--- src/hdl/gic_pkg.sv ---
// ----------------------------------------------------------------------------
// gic_pkg
// Shared types and constants of the gamepad input conditioner.
// ----------------------------------------------------------------------------
`default_nettype none

package gic_pkg;

  // classified request handed from the front end to the vector unit
  typedef struct packed {
    logic       stick;
    logic       neg_x;
    logic       neg_y;
    logic [7:0] ax;
    logic [7:0] ay;
    logic       held;
    logic       attack_edge;
    logic       up_edge;
    logic       down_edge;
    logic       select_edge;
  } gic_entry_t;

  localparam logic [6:0]        DEAD_ZONE_RST = 7'd15;
  localparam logic signed [7:0] MENU_HI       = 8'sd50;
  localparam logic signed [7:0] MENU_LO       = -8'sd50;
  localparam logic [6:0]        STICK_UNIT    = 7'd100;
  localparam logic [6:0]        KEY_UNIT      = 7'd1;
  localparam logic [15:0]       STICK_UNIT_SQ = 16'd10000;
  localparam logic [15:0]       KEY_UNIT_SQ   = 16'd1;

endpackage

`default_nettype wire

--- src/hdl/gic_front.sv ---
// ----------------------------------------------------------------------------
// gic_front
// Accepts samples, applies the dead zone, forms menu and attack edges.
// ----------------------------------------------------------------------------
`default_nettype none

module gic_front (
  input  wire logic              clk,
  input  wire logic              rst_n,
  input  wire logic              cfg_we,
  input  wire logic [6:0]        cfg_wdata,
  input  wire logic              in_valid,
  output logic                   in_stall,
  input  wire logic              in_stick_present,
  input  wire logic [7:0]        in_axis_x,
  input  wire logic [7:0]        in_axis_y,
  input  wire logic              in_button_a,
  input  wire logic              in_key_up,
  input  wire logic              in_key_down,
  input  wire logic              in_key_enter,
  input  wire logic              in_key_north,
  input  wire logic              in_key_south,
  input  wire logic              in_key_west,
  input  wire logic              in_key_east,
  input  wire logic              in_key_space,
  input  wire logic              q_full,
  output logic                   q_push,
  output gic_pkg::gic_entry_t    q_din
);

  logic [6:0] dead_zone_r;
  logic       last_up_r;
  logic       last_down_r;
  logic       last_select_r;
  logic       last_attack_r;

  logic       accept;
  logic       up_now;
  logic       down_now;
  logic       sel_now;
  logic       attack_nxt;
  logic [7:0] abs_x;
  logic [7:0] abs_y;

  assign in_stall = q_full;
  assign accept   = in_valid && !q_full;
  assign q_push   = accept;

  assign abs_x = in_axis_x[7] ? 8'(-in_axis_x) : in_axis_x;
  assign abs_y = in_axis_y[7] ? 8'(-in_axis_y) : in_axis_y;

  always_comb begin
    q_din = '0;
    q_din.stick = in_stick_present;
    if (in_stick_present) begin
      up_now     = $signed(in_axis_y) < gic_pkg::MENU_LO;
      down_now   = $signed(in_axis_y) > gic_pkg::MENU_HI;
      sel_now    = in_button_a;
      attack_nxt = in_button_a;
      q_din.held        = in_button_a;
      q_din.attack_edge = in_button_a && !last_attack_r;
      q_din.neg_x       = in_axis_x[7];
      q_din.neg_y       = in_axis_y[7];
      q_din.ax          = (abs_x < {1'b0, dead_zone_r}) ? 8'd0 : abs_x;
      q_din.ay          = (abs_y < {1'b0, dead_zone_r}) ? 8'd0 : abs_y;
    end else begin
      up_now     = in_key_up;
      down_now   = in_key_down;
      sel_now    = in_key_enter;
      attack_nxt = 1'b0;
      q_din.held        = in_key_space;
      q_din.attack_edge = 1'b0;
      q_din.neg_x       = in_key_west && !in_key_east;
      q_din.neg_y       = in_key_north && !in_key_south;
      q_din.ax          = {7'd0, in_key_west ^ in_key_east};
      q_din.ay          = {7'd0, in_key_north ^ in_key_south};
    end
    q_din.up_edge     = up_now && !last_up_r;
    q_din.down_edge   = down_now && !last_down_r;
    q_din.select_edge = sel_now && !last_select_r;
  end

  always_ff @(posedge clk) begin
    if (!rst_n) begin
      dead_zone_r   <= gic_pkg::DEAD_ZONE_RST;
      last_up_r     <= 1'b0;
      last_down_r   <= 1'b0;
      last_select_r <= 1'b0;
      last_attack_r <= 1'b0;
    end else begin
      if (cfg_we) begin
        dead_zone_r <= cfg_wdata;
      end
      if (accept) begin
        last_up_r     <= up_now;
        last_down_r   <= down_now;
        last_select_r <= sel_now;
        last_attack_r <= attack_nxt;
      end
    end
  end

endmodule

`default_nettype wire

--- src/hdl/gic_fifo.sv ---
// ----------------------------------------------------------------------------
// gic_fifo
// Two-entry request queue between the front end and the vector unit.
// ----------------------------------------------------------------------------
`default_nettype none

module gic_fifo (
  input  wire logic              clk,
  input  wire logic              rst_n,
  input  wire logic              push,
  input  wire gic_pkg::gic_entry_t din,
  output logic                   full,
  input  wire logic              pop,
  output logic                   empty,
  output gic_pkg::gic_entry_t    dout
);

  gic_pkg::gic_entry_t slot0_r;
  gic_pkg::gic_entry_t slot1_r;
  logic                v0_r;
  logic                v1_r;

  assign full  = v1_r;
  assign empty = !v0_r;
  assign dout  = slot0_r;

  always_ff @(posedge clk) begin
    if (!rst_n) begin
      v0_r <= 1'b0;
      v1_r <= 1'b0;
    end else begin
      if (pop) begin
        if (v1_r) begin
          v1_r <= 1'b0;
        end else begin
          v0_r <= push;
        end
      end else if (push) begin
        if (v0_r) begin
          v1_r <= 1'b1;
        end else begin
          v0_r <= 1'b1;
        end
      end
    end
  end

  always_ff @(posedge clk) begin
    if (pop) begin
      if (v1_r) begin
        slot0_r <= slot1_r;
      end else if (push) begin
        slot0_r <= din;
      end
    end else if (push) begin
      if (v0_r) begin
        slot1_r <= din;
      end else begin
        slot0_r <= din;
      end
    end
  end

endmodule

`default_nettype wire

--- src/hdl/gic_back.sv ---
// ----------------------------------------------------------------------------
// gic_back
// Vector unit: scaling, iterative square root, two restoring dividers,
// output register.
// ----------------------------------------------------------------------------
`default_nettype none

module gic_back #(
  parameter int FRAC_BITS = 14
) (
  input  wire logic              clk,
  input  wire logic              rst_n,
  input  wire logic              q_empty,
  input  wire gic_pkg::gic_entry_t q_head,
  output logic                   q_pop,
  output logic                   out_valid,
  input  wire logic              out_stall,
  output logic                   out_stick_mode,
  output logic [15:0]            out_move_x,
  output logic [15:0]            out_move_y,
  output logic                   out_attack_held,
  output logic                   out_attack_edge,
  output logic                   out_menu_up_edge,
  output logic                   out_menu_down_edge,
  output logic                   out_menu_select_edge
);

  localparam int RT_W  = 8 + FRAC_BITS;
  localparam int N_W   = 2 * RT_W;
  localparam int D_W   = RT_W + FRAC_BITS;
  localparam int NUM_W = 9 + 2 * FRAC_BITS;
  localparam int Q_W   = FRAC_BITS + 1;
  localparam int MW    = (FRAC_BITS + 2 > 16) ? FRAC_BITS + 2 : 16;
  localparam int CNT_W = $clog2(RT_W + 1);

  localparam logic [Q_W-1:0] ONE = Q_W'(1) << FRAC_BITS;

  localparam logic [2:0] ST_IDLE = 3'd0;
  localparam logic [2:0] ST_SQRT = 3'd1;
  localparam logic [2:0] ST_PREP = 3'd2;
  localparam logic [2:0] ST_DIV  = 3'd3;
  localparam logic [2:0] ST_DONE = 3'd4;

  logic [2:0]          state_r;
  logic [CNT_W-1:0]    cnt_r;
  gic_pkg::gic_entry_t item_r;
  logic                long_r;
  logic [N_W-1:0]      n_r;
  logic [RT_W-1:0]     root_r;
  logic [RT_W+1:0]     rem_r;
  logic [RT_W-1:0]     den_r;
  logic [NUM_W-1:0]    rx_r;
  logic [NUM_W-1:0]    ry_r;
  logic [D_W-1:0]      d_r;
  logic [Q_W-1:0]      qx_r;
  logic [Q_W-1:0]      qy_r;
  logic                out_valid_r;
  logic                stick_r;
  logic [15:0]         move_x_r;
  logic [15:0]         move_y_r;
  logic                held_r;
  logic                atk_edge_r;
  logic                up_edge_r;
  logic                down_edge_r;
  logic                sel_edge_r;

  logic [15:0]         sq_x;
  logic [15:0]         sq_y;
  logic [15:0]         s_sum;
  logic [15:0]         unit_sq;
  logic                is_long;
  logic [RT_W+1:0]     rem_t;
  logic [RT_W+1:0]     trial;
  logic                rem_ge;
  logic [RT_W+1:0]     rem_nxt;
  logic [RT_W-1:0]     root_nxt;
  logic                rx_ge;
  logic                ry_ge;
  logic [NUM_W-1:0]    rx_nxt;
  logic [NUM_W-1:0]    ry_nxt;
  logic [NUM_W-1:0]    half_den;
  logic [NUM_W-1:0]    num_x;
  logic [NUM_W-1:0]    num_y;
  logic [Q_W-1:0]      mag_x;
  logic [Q_W-1:0]      mag_y;
  logic                load_out;

  function automatic logic [15:0] signed_mag(input logic neg, input logic [Q_W-1:0] mag);
    logic [MW-1:0] ext;
    ext = MW'(mag);
    if (neg) begin
      ext = MW'(-ext);
    end
    return ext[15:0];
  endfunction

  // vector length test on the queue head
  assign sq_x    = q_head.ax * q_head.ax;
  assign sq_y    = q_head.ay * q_head.ay;
  assign s_sum   = sq_x + sq_y;
  assign unit_sq = q_head.stick ? gic_pkg::STICK_UNIT_SQ : gic_pkg::KEY_UNIT_SQ;
  assign is_long = s_sum > unit_sq;

  assign q_pop = (state_r == ST_IDLE) && !q_empty;

  // one root bit per cycle
  assign rem_t    = {rem_r[RT_W-1:0], n_r[N_W-1 -: 2]};
  assign trial    = {root_r, 2'b01};
  assign rem_ge   = rem_t >= trial;
  assign rem_nxt  = rem_ge ? rem_t - trial : rem_t;
  assign root_nxt = {root_r[RT_W-2:0], rem_ge};

  // one quotient bit per cycle on each axis
  assign rx_ge  = rx_r >= NUM_W'(d_r);
  assign ry_ge  = ry_r >= NUM_W'(d_r);
  assign rx_nxt = rx_ge ? rx_r - NUM_W'(d_r) : rx_r;
  assign ry_nxt = ry_ge ? ry_r - NUM_W'(d_r) : ry_r;

  assign half_den = NUM_W'(den_r >> 1);
  assign num_x    = long_r ? NUM_W'(item_r.ax) << (2 * FRAC_BITS)
                           : NUM_W'(item_r.ax) << FRAC_BITS;
  assign num_y    = long_r ? NUM_W'(item_r.ay) << (2 * FRAC_BITS)
                           : NUM_W'(item_r.ay) << FRAC_BITS;

  assign mag_x    = (qx_r > ONE) ? ONE : qx_r;
  assign mag_y    = (qy_r > ONE) ? ONE : qy_r;
  assign load_out = (state_r == ST_DONE) && (!out_valid_r || !out_stall);

  always_ff @(posedge clk) begin
    if (!rst_n) begin
      state_r     <= ST_IDLE;
      out_valid_r <= 1'b0;
    end else begin
      unique case (state_r)
        ST_IDLE: begin
          if (q_pop) begin
            state_r <= is_long ? ST_SQRT : ST_PREP;
          end
        end
        ST_SQRT: begin
          if (cnt_r == CNT_W'(RT_W - 1)) begin
            state_r <= ST_PREP;
          end
        end
        ST_PREP: begin
          state_r <= ST_DIV;
        end
        ST_DIV: begin
          if (cnt_r == CNT_W'(FRAC_BITS)) begin
            state_r <= ST_DONE;
          end
        end
        ST_DONE: begin
          if (load_out) begin
            state_r <= ST_IDLE;
          end
        end
        default: begin
          state_r <= ST_IDLE;
        end
      endcase
      if (load_out) begin
        out_valid_r <= 1'b1;
      end else if (!out_stall) begin
        out_valid_r <= 1'b0;
      end
    end
  end

  always_ff @(posedge clk) begin
    case (state_r)
      ST_IDLE: begin
        item_r <= q_head;
        long_r <= is_long;
        cnt_r  <= '0;
        n_r    <= {s_sum, (N_W - 16)'(0)};
        root_r <= '0;
        rem_r  <= '0;
        den_r  <= RT_W'(q_head.stick ? gic_pkg::STICK_UNIT : gic_pkg::KEY_UNIT);
      end
      ST_SQRT: begin
        n_r    <= n_r << 2;
        root_r <= root_nxt;
        rem_r  <= rem_nxt;
        cnt_r  <= cnt_r + 1'b1;
        if (cnt_r == CNT_W'(RT_W - 1)) begin
          den_r <= root_nxt;
        end
      end
      ST_PREP: begin
        rx_r  <= num_x + half_den;
        ry_r  <= num_y + half_den;
        d_r   <= D_W'(den_r) << FRAC_BITS;
        qx_r  <= '0;
        qy_r  <= '0;
        cnt_r <= '0;
      end
      ST_DIV: begin
        rx_r  <= rx_nxt;
        ry_r  <= ry_nxt;
        qx_r  <= {qx_r[Q_W-2:0], rx_ge};
        qy_r  <= {qy_r[Q_W-2:0], ry_ge};
        d_r   <= d_r >> 1;
        cnt_r <= cnt_r + 1'b1;
      end
      default: begin
      end
    endcase
    if (load_out) begin
      stick_r     <= item_r.stick;
      move_x_r    <= signed_mag(item_r.neg_x, mag_x);
      move_y_r    <= signed_mag(item_r.neg_y, mag_y);
      held_r      <= item_r.held;
      atk_edge_r  <= item_r.attack_edge;
      up_edge_r   <= item_r.up_edge;
      down_edge_r <= item_r.down_edge;
      sel_edge_r  <= item_r.select_edge;
    end
  end

  assign out_valid            = out_valid_r;
  assign out_stick_mode       = stick_r;
  assign out_move_x           = move_x_r;
  assign out_move_y           = move_y_r;
  assign out_attack_held      = held_r;
  assign out_attack_edge      = atk_edge_r;
  assign out_menu_up_edge     = up_edge_r;
  assign out_menu_down_edge   = down_edge_r;
  assign out_menu_select_edge = sel_edge_r;

endmodule

`default_nettype wire

--- src/hdl/gamepad_input_conditioner_top.sv ---
// ----------------------------------------------------------------------------
// gamepad_input_conditioner_top
// Per-frame stick or keyboard sample to movement vector and menu/attack edges.
// ----------------------------------------------------------------------------
// Input channel (in_*): one sample per request, taken when in_valid is high
// and in_stall is low. Output channel (out_*): one result per request, held
// while out_stall is high. cfg_we/cfg_wdata write the dead zone register.
// The front end classifies each sample in the cycle it is taken and updates
// the edge history, then queues it in a two-entry queue, so it keeps taking
// samples while the vector unit works or the output is stalled, until the
// queue is full. The vector unit handles one request at a time: it runs
// the square root loop (one root bit a cycle) only when the vector lies
// outside the unit circle and must be normalized, then the two dividers
// (one quotient bit a cycle). With the unit idle, an accepted sample is
// registered in the queue, popped in the idle state, and passes through
// the square root (if needed), prep, divide and done states before the
// output register raises out_valid; a finished result waits in the output
// register while the next request is already being worked on.
// Reset (rst_n, synchronous) clears the queue, the edge history and the
// output valid, and sets the dead zone to 15.
// ----------------------------------------------------------------------------
`default_nettype none

module gamepad_input_conditioner_top #(
  parameter int FRAC_BITS = 14
) (
  input  wire logic        clk,
  input  wire logic        rst_n,
  input  wire logic        cfg_we,
  input  wire logic [6:0]  cfg_wdata,
  input  wire logic        in_valid,
  output logic             in_stall,
  input  wire logic        in_stick_present,
  input  wire logic [7:0]  in_axis_x,
  input  wire logic [7:0]  in_axis_y,
  input  wire logic        in_button_a,
  input  wire logic        in_key_up,
  input  wire logic        in_key_down,
  input  wire logic        in_key_enter,
  input  wire logic        in_key_north,
  input  wire logic        in_key_south,
  input  wire logic        in_key_west,
  input  wire logic        in_key_east,
  input  wire logic        in_key_space,
  output logic             out_valid,
  input  wire logic        out_stall,
  output logic             out_stick_mode,
  output logic [15:0]      out_move_x,
  output logic [15:0]      out_move_y,
  output logic             out_attack_held,
  output logic             out_attack_edge,
  output logic             out_menu_up_edge,
  output logic             out_menu_down_edge,
  output logic             out_menu_select_edge
);

  gic_pkg::gic_entry_t q_din;
  gic_pkg::gic_entry_t q_head;
  logic                q_push;
  logic                q_full;
  logic                q_pop;
  logic                q_empty;

  gic_front u_front (
    .clk              (clk),
    .rst_n            (rst_n),
    .cfg_we           (cfg_we),
    .cfg_wdata        (cfg_wdata),
    .in_valid         (in_valid),
    .in_stall         (in_stall),
    .in_stick_present (in_stick_present),
    .in_axis_x        (in_axis_x),
    .in_axis_y        (in_axis_y),
    .in_button_a      (in_button_a),
    .in_key_up        (in_key_up),
    .in_key_down      (in_key_down),
    .in_key_enter     (in_key_enter),
    .in_key_north     (in_key_north),
    .in_key_south     (in_key_south),
    .in_key_west      (in_key_west),
    .in_key_east      (in_key_east),
    .in_key_space     (in_key_space),
    .q_full           (q_full),
    .q_push           (q_push),
    .q_din            (q_din)
  );

  gic_fifo u_fifo (
    .clk   (clk),
    .rst_n (rst_n),
    .push  (q_push),
    .din   (q_din),
    .full  (q_full),
    .pop   (q_pop),
    .empty (q_empty),
    .dout  (q_head)
  );

  gic_back #(
    .FRAC_BITS (FRAC_BITS)
  ) u_back (
    .clk                  (clk),
    .rst_n                (rst_n),
    .q_empty              (q_empty),
    .q_head               (q_head),
    .q_pop                (q_pop),
    .out_valid            (out_valid),
    .out_stall            (out_stall),
    .out_stick_mode       (out_stick_mode),
    .out_move_x           (out_move_x),
    .out_move_y           (out_move_y),
    .out_attack_held      (out_attack_held),
    .out_attack_edge      (out_attack_edge),
    .out_menu_up_edge     (out_menu_up_edge),
    .out_menu_down_edge   (out_menu_down_edge),
    .out_menu_select_edge (out_menu_select_edge)
  );

  a_pop_not_empty: assert property (@(posedge clk) disable iff (!rst_n)
    q_pop |-> !q_empty)
    else $error("queue popped while empty");

  a_push_not_full: assert property (@(posedge clk) disable iff (!rst_n)
    q_push |-> !q_full)
    else $error("queue pushed while full");

  a_key_no_attack_edge: assert property (@(posedge clk) disable iff (!rst_n)
    (out_valid && !out_stick_mode) |-> !out_attack_edge)
    else $error("attack edge in keyboard mode");

  a_stick_menu_exclusive: assert property (@(posedge clk) disable iff (!rst_n)
    (out_valid && out_stick_mode) |-> !(out_menu_up_edge && out_menu_down_edge))
    else $error("menu up and down together in stick mode");

endmodule

`default_nettype wire
--- config.mk ---
export PLATFORM = sky130hd
export DESIGN_NAME = gamepad_input_conditioner_top
export DESIGN_NICKNAME = d
export VERILOG_FILES = /design/src/hdl/gic_pkg.sv /design/src/hdl/gic_front.sv /design/src/hdl/gic_fifo.sv /design/src/hdl/gic_back.sv /design/src/hdl/gamepad_input_conditioner_top.sv
export SDC_FILE = /design/constraint.sdc
export NUM_CORES = 1
export LEC_CHECK = 0
export CAP_MARGIN = 20
export CORE_ASPECT_RATIO = 1.1
export CORE_MARGIN = 2
export CORE_UTILIZATION = 35
export CTS_BUF_LIST = sky130_fd_sc_hd__clkbuf_16
export CTS_CLUSTER_SIZE = 40
export DETAILED_ROUTE_END_ITERATION = 12
export DONT_BUFFER_PORTS = 1
export GPL_TIMING_DRIVEN = 0
export PLACE_DENSITY = 0.45
export REMOVE_ABC_BUFFERS = 1
export SETUP_SLACK_MARGIN = 0.15
export SLEW_MARGIN = 0
export SYNTH_ARGS = -nofsm -noshare
export SYNTH_HDL_FRONTEND = slang
export SYNTH_HIERARCHICAL = 1
export SYNTH_SLANG_ARGS = --single-unit
export TNS_END_PERCENT = 10
--- constraint.sdc ---
create_clock -name clk -period 12.5 [get_ports clk]
set_input_delay 1.25 -clock clk [delete_from_list [all_inputs] [get_ports clk]]
set_output_delay 1.25 -clock clk [all_outputs]
set_load 0.05 [all_outputs]
==> flow_metrics.env, run 1 <==
export IMPL_endpoint="u_back/long_r$_DFFE_PP_"
export IMPL_num_rows=101
export IMPL_clk_latency_ps=590
export IMPL_initial_core_util_pct=35.18
export IMPL_syn_inst=2318
export IMPL_cts_resized=0
export IMPL_clockPowerShare_pct=16.1
export IMPL_syn_area_per_cell_um2=10.43
export IMPL_p_int_uw=4293
export IMPL_area_growth_pct=11.29
export IMPL_ys_seq_area_share_pct=43.38
export IMPL_design_area_um2=26910
export IMPL_htreeDepth=2
export IMPL_status="complete, no violations"
export IMPL_power_frac_seq_pct=23.7
export IMPL_post_drt_wl_per_cell_um=18.86
export IMPL_final_layout_size_suffix_gt1_share_pct=6.661
export IMPL_dpl_instance_area_um2=25490
export IMPL_viasPerCell=5.186
export IMPL_ys_flop_type="edfxtp_1"
export IMPL_crit_path_top_delay_cell="edfxtp_1"
export IMPL_synth_seq_cells=355
export IMPL_reg2reg_to="u_back/long_r$_DFFE_PP_"
export IMPL_netlist_top_cell_by_area="edfxtp_1"
export IMPL_crit_path_end_kind="register"
export IMPL_die_w_um=254.6
export IMPL_synth_distinct_cells=84
export IMPL_skew_ps=33.40
export IMPL_grt_usage_pct=17.62
export IMPL_tns_ps=0
export IMPL_core_um2=68750
export IMPL_setup_slack_ps=5240
export IMPL_leakage_uw=0.01127
export IMPL_fmax_mhz=137.7
export IMPL_r2r_setup_slack_ps=5240
export IMPL_via_count=16950
export IMPL_crit_type="reg2reg"
export IMPL_cts_tree="built"
export IMPL_synth_top_family_by_area="adder cells"
export IMPL_hp_start="u_back/item_r[23]$_DFFE_PP_"
export IMPL_final_antenna_net_count=0
export IMPL_synth_area_mux_share_pct=2.602
export IMPL_synthSimpleGateAreaFrac_pct=13.67
export IMPL_drc=0
export IMPL_hp_class="reg2reg"
export IMPL_synth_xor_area_share_pct=4.998
export IMPL_antennaDiodeCount=0
export IMPL_die_area_um2=71220
export IMPL_required_ps=12780
export IMPL_post_cts_setup_buffer_count=0
export IMPL_power_density_nw_per_um2=286.3
export IMPL_instances_no_fill=3269
export IMPL_portBuffers=0
export IMPL_synth_compound_area_share_pct=13.98
export IMPL_yosysTopAreaCellShare_pct=41.97
export IMPL_start_kind="register"
export IMPL_hold_viol=0
export IMPL_swShare_pct=44.29
export IMPL_ios=78
export IMPL_final_max_slew_violation_count=0
export IMPL_cts_made_buffers=42
export IMPL_ys_top_cells_by_area="edfxtp_1 (42%), ha_1 (9.9%), fa_1 (6.5%)"
export IMPL_yosysWarningCount=6
export IMPL_maxSlewHeadroom_pct=36.57
export IMPL_path_max_fanout=11
export IMPL_worst_ir_drop_vdd_uv=295.6
export IMPL_placedCellCount=3193
export IMPL_place_congestion=0.8564
export IMPL_setup_viol=0
export IMPL_rr_startpoint="u_fifo/dout[16]$_DFFE_PP_"
export IMPL_grt_ovfl_total=0
export IMPL_place_ws_ps=5188
export IMPL_netlist_area_um2=24180
export IMPL_worstMarginPinSlew_ps=949.4
export IMPL_cp_arrival_ps=7540
export IMPL_grt_pass1_vias=17200
export IMPL_period_needed_ps=7260
export IMPL_routed_wirelength_mm=61.67
export IMPL_fin_nets=2621
export IMPL_clk_path_buf_depth=3
export IMPL_min_period_over_period_pct=58.08
export IMPL_slowest_delay_ps=660
export IMPL_root_buffer="clkbuf_16"
export IMPL_cap_violations=0
export IMPL_grt_first_pass_wirelength_mm=97.57
export IMPL_r2r_cells=25
export IMPL_synth_edf_count=338
export IMPL_dpl_hpwl_mm=46.79
export IMPL_antenna_found_initial=0
export IMPL_die_y_um=279.7
export IMPL_critPathMostFrequentCell="fa_1"
export IMPL_firstDrtPassIters=4
export IMPL_grt_max_degree=88
export IMPL_clock_sinks=355
export IMPL_yosysMostFrequentCell="edfxtp_1"
export IMPL_rsz0062_at_grt="no"
export IMPL_clk_pin_slew_ps=60
export IMPL_switchingPower_uw=3413
export IMPL_synthTopCellsByCount="edfxtp_1 (338), inv_1 (237), ha_1 (192)"
export IMPL_postCtsHoldBufs=0
export IMPL_drt_iter0_markers=821
export IMPL_comb_power_share_pct=60.2
export IMPL_crit_start="u_fifo/dout[16]$_DFFE_PP_"
export IMPL_synthAdderAreaFrac_pct=16.47
export IMPL_async_reset_ff_share_pct=0
[power by group through the flow]
| stage | Sequential, uW | Combinational [uW] | Clock (uW) |
|---|---|---|---|
| 6_report | 1820 | 4640 | 1240 |
| 5_1_grt | 1850 | 5250 | 1330 |
| 4_1_cts | 1840 | 4700 | 1290 |
| 3_5_place_dp | 1860 | 4660 | 0 |
| 3_3_place_gp | 1870 | 4570 | 0 |
| 2_1_floorplan | 1780 | 3440 | 0 |
[worst max-delay path: cells and delay by family, from the launching register on]
kind | cells | cell delay (ps)
adders and majority gates | 8 | 3760
xor gates and xnor gates | 1 | 370
buffers and inverters | 5 | 290
AOI/OAI and AO/OA | 6 | 890
and+or+nand+nor | 5 | 960
DFF | 1 | 660
[sequential cells by signal, indices dropped and copies added, names as in the netlist, 15 cells and up]
| name | count |
|---|---|
| u_back/d_r | 36 |
| u_back/den_r | 22 |
| u_back/item_r | 24 |
| u_back/n_r | 16 |
| u_back/out_move_x | 16 |
| u_back/out_move_y | 16 |
| u_back/qx_r | 15 |
| u_back/qy_r | 15 |
| u_back/rem_r | 22 |
| u_back/root_r | 22 |
| u_back/rx_r | 37 |
| u_back/ry_r | 37 |
| u_fifo/dout | 24 |
| u_fifo/slot1_r | 24 |
[placed cells by master (no fill, tap or decap), types with 10 or more instances in the layout]
cell and n:
o21bai_1 15, a211oi_1 21, and2_1 50, edfxtp_1 338
nor2_1 158, nand2b_1 29, a31oi_1 15, xnor2_1 78
mux2i_1 25, dfxtp_1 16, o31ai_1 17, nor2b_1 43
nor3_1 27, a21o_1 55, nand4_1 17, or3_1 14
a21boi_0 11, nand2_1 177, clkbuf_16 43, fa_1 79
mux2_4 20, a21oi_1 130, o21a_1 22, nand3_1 54
ha_1 192, o21ai_0 144, and3_1 43, inv_1 242
xor2_1 60, a211o_1 10, clkinv_1 13
[how the worst min path moves through the flow]
stage	end	slack [ps]	depth (start not counted)
after global routing	u_back/out_stick_mode$_DFFE_PP_	430	0
after global placement	u_back/item_r[0]$_DFFE_PP_	400	0
after CTS	u_back/out_stick_mode$_DFFE_PP_	420	0
final	u_back/out_stick_mode$_DFFE_PP_	410	0
after detailed placement	u_back/out_menu_down_edge$_DFFE_PP_	410	0
after floorplan	u_back/item_r[0]$_DFFE_PP_	400	0
[per-stage QoR]
stage               util [%]  total power [uW]  hold slack, ps
floorplan                  -              5226           400.3
global placement       36.44              6441           400.7
detailed placement     37.08              6520           405.5
CTS                    39.10              7823           416.4
global route           39.15              8432           425.2
finish                 39.15              7706           413.4
[layer usage]
layer | global-route usage, % | vias to the layer above | wire [um] | share of wire (%)
met5 | 0 | - | 0 | 0
li1 | - | 8260 | - | -
met1 | 21.61 | 8303 | 26170 | 42
met2 | 32.02 | 301 | 31870 | 52
met3 | 1.979 | 88 | 1848 | 3.0
met4 | 5.713 | 0 | 1771 | 2.9
[cells by family (layout without fill, tap and decap cells)]
kind of cell / Yosys count / in the layout
AOI/OAI and AO/OA: 529 / 529
adders and majority gates: 271 / 271
and+or+nand+nor: 665 / 665
muxes: 52 / 52
xor gates and xnor gates: 138 / 138
buffers and inverters: 308 / 332
DFF: 355 / 355
[cell type report]
type / count / area, um2
Clock buffer: 43 / 1076
Clock inverter: 31 / 312.8
Fill cell: 6784 / 41830
Inverter: 238 / 895.9
Multi-Input combinational cell: 1655 / 12590
Sequential cell: 355 / 10490
Tap cell: 927 / 1160
Timing Repair Buffer: 20 / 389.1
Note: power is estimated with default switching activity, not from simulation.
==> run 2, diff against run 1 <==
- PLACE_DENSITY: 0.45 -> 0.47
- clock period: 12.5 -> 6.6 ns (I/O delays scaled with it)
==> flow_metrics.env, run 2 (synthesis gave the netlist of run 1 again) <==
export IMPL_die_y_um=279.7
export IMPL_num_rows=101
export IMPL_root_buffer="clkbuf_16"
export IMPL_htreeDepth=2
export IMPL_maxSlewHeadroom_pct=30.46
export IMPL_core_um2=68750
export IMPL_layout_common_cells="edfxtp_1 (338), inv_1 (235), ha_1 (183)"
export IMPL_grt_max_degree=84
export IMPL_comb_power_share_pct=64.6
export IMPL_switchingPower_uw=7144
export IMPL_crit_path_end_kind="register"
export IMPL_worstMarginPinSlew_ps=1037
export IMPL_design_area_um2=27590
export IMPL_clk_latency_ps=610
export IMPL_setup_viol=0
export IMPL_tns_ps=0
export IMPL_area_growth_pct=14.07
export IMPL_ios=78
export IMPL_die_area_um2=71220
export IMPL_clk_path_buf_depth=3
export IMPL_place_congestion=0.8432
export IMPL_final_antenna_net_count=0
export IMPL_status="complete, no violations"
export IMPL_p_int_uw=9347
export IMPL_firstDrtPassIters=5
export IMPL_leakage_uw=0.01161
export IMPL_period_needed_ps=6493
export IMPL_fin_nets=2677
export IMPL_hp_class="in2reg"
export IMPL_cts_tree="built"
export IMPL_cts_made_buffers=45
export IMPL_worstPathCellList="buf_4, and2_4, fa_1, inv_2, fa_1, inv_2, fa_1, fa_1, fa_1, inv_1, fa_1, inv_2, ha_4, or3_4, a21o_1, a31oi_4, xnor2_2, ha_1, a21oi_2, nand3_1, o211ai_1, a32o_2, nand2_1"
export IMPL_die_w_um=254.6
export IMPL_via_count=17180
export IMPL_post_drt_wl_per_cell_um=18.73
export IMPL_dpl_instance_area_um2=25460
export IMPL_power_density_nw_per_um2=597.7
export IMPL_worst_ir_drop_vdd_uv=931.3
export IMPL_grt_first_pass_wirelength_mm=98.57
export IMPL_fmax_mhz=154.0
export IMPL_cap_violations=0
export IMPL_antenna_found_initial=1
export IMPL_crit_type="reg2reg"
export IMPL_hold_slack_ps=120.9
export IMPL_clk_pin_slew_ps=60
export IMPL_r2r_setup_slack_ps=110
export IMPL_antennaDiodeCount=0
export IMPL_power_frac_seq_pct=20.6
export IMPL_crit_path_top_delay_cell="fa_1"
export IMPL_final_common_cell="edfxtp_1"
export IMPL_dpl_hpwl_mm=46.50
export IMPL_grt_pass1_vias=17690
export IMPL_cp_arrival_ps=6840
export IMPL_final_max_slew_violation_count=0
export IMPL_clock_sinks=355
export IMPL_final_layout_size_suffix_gt1_share_pct=10.94
export IMPL_postCtsHoldBufs=0
export IMPL_slowest_delay_ps=550
export IMPL_clockPowerShare_pct=14.8
export IMPL_largestRegisters="u_back/rx_r x37, u_back/ry_r x37, u_back/d_r x36"
export IMPL_start_kind="register"
export IMPL_min_period_over_period_pct=98.37
export IMPL_rsz0062_at_grt="yes"
export IMPL_viasPerCell=5.160
export IMPL_path_max_fanout=3
export IMPL_hold_viol=0
export IMPL_skew_ps=37.39
export IMPL_drt_iter0_markers=821
export IMPL_routed_wirelength_mm=62.38
export IMPL_drc=0
export IMPL_portBuffers=0
export IMPL_initial_core_util_pct=35.18
export IMPL_finalPower_uw=16490
export IMPL_required_ps=6940
export IMPL_swShare_pct=43.32
export IMPL_grt_usage_pct=17.77
export IMPL_grt_ovfl_total=0
export IMPL_critPathMostFrequentCell="fa_1"
[run 2: changes by cell type in the layout (fill, tap and decap cells not counted), moves of 7 or more]
cell      previous run  this run
buf_4                0        53
clkinv_2             4        13
ha_1               192       183
and2_1              50        43
and2_4               0         7
ha_4                 0         7
inv_1              242       235
[run 2: timing repair]
action	4_1_cts	5_1_grt
endpoints found under the setup margin	4	3
resized for setup	35	13
setup buffers	49	6
pin swaps	48	31
[run 2: final timing paths]
check                        startpoint                                   to  depth (start not counted)
max           u_fifo/dout[16]$_DFFE_PP_              u_back/long_r$_DFFE_PP_                         23
min reg2reg  u_back/item_r[3]$_DFFE_PP_     u_back/out_attack_edge$_DFFE_PP_                          0
min                               rst_n  u_front/dead_zone_r[0]$_SDFFE_PN1P_                          1
max reg2reg   u_fifo/dout[16]$_DFFE_PP_              u_back/long_r$_DFFE_PP_                         23
[run 2: through the flow]
step | worst slack, ps | cells | utilization (%)
after CTS | 152.5 | 3323 | 39.96
final | 107.5 | 3330 | 40.13
after global routing | -76.48 | 3330 | 40.13
after global placement | -4063 | 3175 | 36.44
after detailed placement | -653.4 | 3192 | 37.03
after floorplan | 340.7 | 2248 | -
[run 2: metal layers]
layer,vias up,track usage (%),part of all wire [%]
met4,0,6.943,3.8
met1,8359,21.48,42
met3,102,3.308,4.3
met2,338,31.13,50
li1,8383,-,-
met5,-,0,0
[run 2: area by class of cell]
cell class	count	area [um2]
Clock buffer	45	1126
Tap cell	927	1160
Fill cell	6784	41160
Inverter	238	895.9
Clock inverter	37	336.6
Multi-Input combinational cell	1655	12810
Sequential cell	355	10490
Timing Repair Buffer	73	769.5
[run 2: power groups by stage]
stage / sequential (uW) / combinational [uW] / clock, uW
2_1_floorplan: 3380 / 6520 / 0
3_3_place_gp: 3540 / 8550 / 0
3_5_place_dp: 3510 / 8720 / 0
4_1_cts: 3430 / 10200 / 2520
5_1_grt: 3450 / 11800 / 2610
6_report: 3400 / 10700 / 2430
[run 2: critical path: cells and delay by family (launching register included)]
family	cells	cell delay, ps
XOR/XNOR	1	160
adder cells (fa/ha/maj)	8	3510
flip-flops	1	470
AND/OR/NAND/NOR	4	670
AO/OA/AOI/OAI	5	1030
buffers and inverters	5	370
==> run 3, diff against run 2 <==
--- a/config.mk
+++ b/config.mk
@@ -11,8 +11,7 @@
 export CORE_UTILIZATION = 35
 export CTS_BUF_LIST = sky130_fd_sc_hd__clkbuf_16
-export CTS_CLUSTER_SIZE = 40
+export CTS_CLUSTER_SIZE = 25
 export DETAILED_ROUTE_END_ITERATION = 12
 export DONT_BUFFER_PORTS = 1
-export GPL_TIMING_DRIVEN = 0
 export PLACE_DENSITY = 0.47
 export REMOVE_ABC_BUFFERS = 1
==> constraint.sdc (replaced) <==
create_clock -name clk -period 6.6 [get_ports clk]
set_input_delay 1.32 -clock clk [delete_from_list [all_inputs] [get_ports clk]]
set_output_delay 1.32 -clock clk [all_outputs]
set_load 0.05 [all_outputs]
==> flow_metrics.env, run 3 (synthesis gave the netlist of run 1 again) <==
export IMPL_status="finished, violations left"
export IMPL_violations="DRC"
export IMPL_root_buffer="clkbuf_16"
export IMPL_clk_path_buf_depth=3
export IMPL_p_int_uw=8791
export IMPL_final_antenna_net_count=0
export IMPL_hp_class="reg2reg"
export IMPL_area_growth_pct=12.32
export IMPL_grt_first_pass_wirelength_mm=97.60
export IMPL_crit_type="reg2reg"
export IMPL_firstDrtPassIters=10
export IMPL_instances_no_fill=3317
export IMPL_htreeDepth=2
export IMPL_die_area_um2=71220
export IMPL_worstMarginPinSlew_ps=1082
export IMPL_seqCellArea_um2=10490
export IMPL_crit_path_top_delay_cell="fa_1"
export IMPL_path_max_fanout=4
export IMPL_via_count=16990
export IMPL_final_common_cell="edfxtp_1"
export IMPL_crit_path_end_kind="register"
export IMPL_cp_arrival_ps=6720
export IMPL_drt_iter0_markers=1018
export IMPL_largestRegisters="u_back/rx_r x37, u_back/ry_r x37, u_back/d_r x36"
export IMPL_power_density_nw_per_um2=570.4
export IMPL_core_um2=68750
export IMPL_dpl_instance_area_um2=25420
export IMPL_fin_nets=2663
export IMPL_skew_ps=24.36
export IMPL_place_congestion=0.8440
export IMPL_highest_layer="met4"
export IMPL_cts_made_buffers=45
export IMPL_final_layout_size_suffix_gt1_share_pct=9.707
export IMPL_met2WireLength_mm=32.30
export IMPL_required_ps=7140
export IMPL_maxSlewHeadroom_pct=27.70
export IMPL_design_area_um2=27160
export IMPL_power_frac_seq_pct=21.8
export IMPL_swShare_pct=43.27
export IMPL_cap_violations=0
export IMPL_post_drt_wl_per_cell_um=18.81
export IMPL_place_ws_ps=74.05
export IMPL_initial_core_util_pct=35.18
export IMPL_clockPowerShare_pct=15.1
export IMPL_slowest_delay_ps=530
export IMPL_grt_max_degree=75
export IMPL_hold_viol=0
export IMPL_grt_pass1_vias=17140
export IMPL_layout_common_cells="edfxtp_1 (338), inv_1 (243), ha_1 (186)"
export IMPL_clk_pin_slew_ps=50
export IMPL_num_rows=101
export IMPL_switchingPower_uw=6704
export IMPL_grt_ovfl_total=0
export IMPL_routed_wirelength_mm=62.40
export IMPL_fillers=6824
export IMPL_cts_tree="built"
export IMPL_wl_met1_mm=26.12
export IMPL_finalCoreUtilization_pct=39.51
export IMPL_grt_usage_pct=17.76
export IMPL_dpl_hpwl_mm=47.25
export IMPL_leakage_uw=0.01144
export IMPL_worst_ir_drop_vdd_uv=878.6
export IMPL_fmax_mhz=161.6
export IMPL_min_period_over_period_pct=93.76
export IMPL_r2r_setup_slack_ps=410
export IMPL_placedCellCount=3213
export IMPL_comb_power_share_pct=63.1
export IMPL_setup_viol=0
export IMPL_rsz0062_at_grt="no"
export IMPL_clock_sinks=355
export IMPL_antenna_found_initial=0
export IMPL_critPathMostFrequentCell="fa_1"
export IMPL_tns_ps=0
export IMPL_crit_buf_inv=4
export IMPL_portBuffers=0
export IMPL_viasPerCell=5.121
export IMPL_period_needed_ps=6188
export IMPL_start_kind="register"
export IMPL_ios=78
export IMPL_die_y_um=279.7
export IMPL_drc=2
export IMPL_clk_latency_ps=600
export IMPL_final_max_slew_violation_count=0
export IMPL_critical_path_top_delay_family="adder cells"
export IMPL_multi_input_area_um2=12760
export IMPL_wl_met3_mm=2.375
export IMPL_die_w_um=254.6
export IMPL_antennaDiodeCount=0
export IMPL_setup_slack_ps=411.9
[run 3: worst reg2reg max path, cell delays in order (launching register included)]
cell       delay [ps]
edfxtp_1          420
buf_4             160
and2_1            130
ha_1              300
a21o_1            200
fa_1              460
ha_1              310
fa_1              530
inv_1              50
fa_1              480
fa_1              530
inv_1              80
ha_4              250
nor2b_2           170
o2111ai_4         190
nand3_2           110
and2_4            150
a21oi_2           120
o21bai_1           90
xor2_1            180
ha_1              310
nand4_1           100
inv_2              80
nand2_1            50
o31a_1            230
a32o_2            240
nand4_1            80
and3_1            140
[run 3: power by group through the flow]
stage,logic (uW),registers [uW],clock network [uW]
floorplan,6520,3380,0
global placement,8660,3440,0
detailed placement,8700,3440,0
CTS,8780,3390,2420
global route,10900,3430,2510
finish,9780,3380,2330
[run 3: stage by stage]
stage | hold slack (ps) | total power, uW
floorplan | 400.3 | 9898
global placement | 402.7 | 12100
detailed placement | 405.5 | 12140
CTS | 417.6 | 14590
global route | 428.2 | 16880
finish | 416.0 | 15500
[run 3: path summary, 6_finish.rpt]
path,from,end,cells past startpoint
max,u_fifo/dout[9]$_DFFE_PP_,u_back/state_r[0]$_SDFFE_PN0P_,27
min,u_back/item_r[1]$_DFFE_PP_,u_back/out_menu_down_edge$_DFFE_PP_,0
max reg2reg,u_fifo/dout[9]$_DFFE_PP_,u_back/state_r[0]$_SDFFE_PN0P_,27
min reg2reg,u_back/item_r[1]$_DFFE_PP_,u_back/out_menu_down_edge$_DFFE_PP_,0
[run 3: area by class of cell]
class                   instances  share of cell area, %
clock buffers                  45                  4.146
repair buffers                 59                  1.700
inverters                     238                  3.293
clock inverters                38                 0.9857
multi-input cells            1655                  46.99
flip-flops and latches        355                  38.62
well taps                     927                  4.270
[run 3: repair_timing]
item	in CTS	in global routing
setup endpoints to repair	3	3
resized for setup	3	41
setup buffers	7	14
hold buffers	0	0
pin swaps	1	43
[run 3: routing by layer]
layer,vias up,track usage (%)
met1,8274,21.45
met2,278,32.11
met5,-,0
met3,80,3.094
li1,8355,-
met4,0,5.173
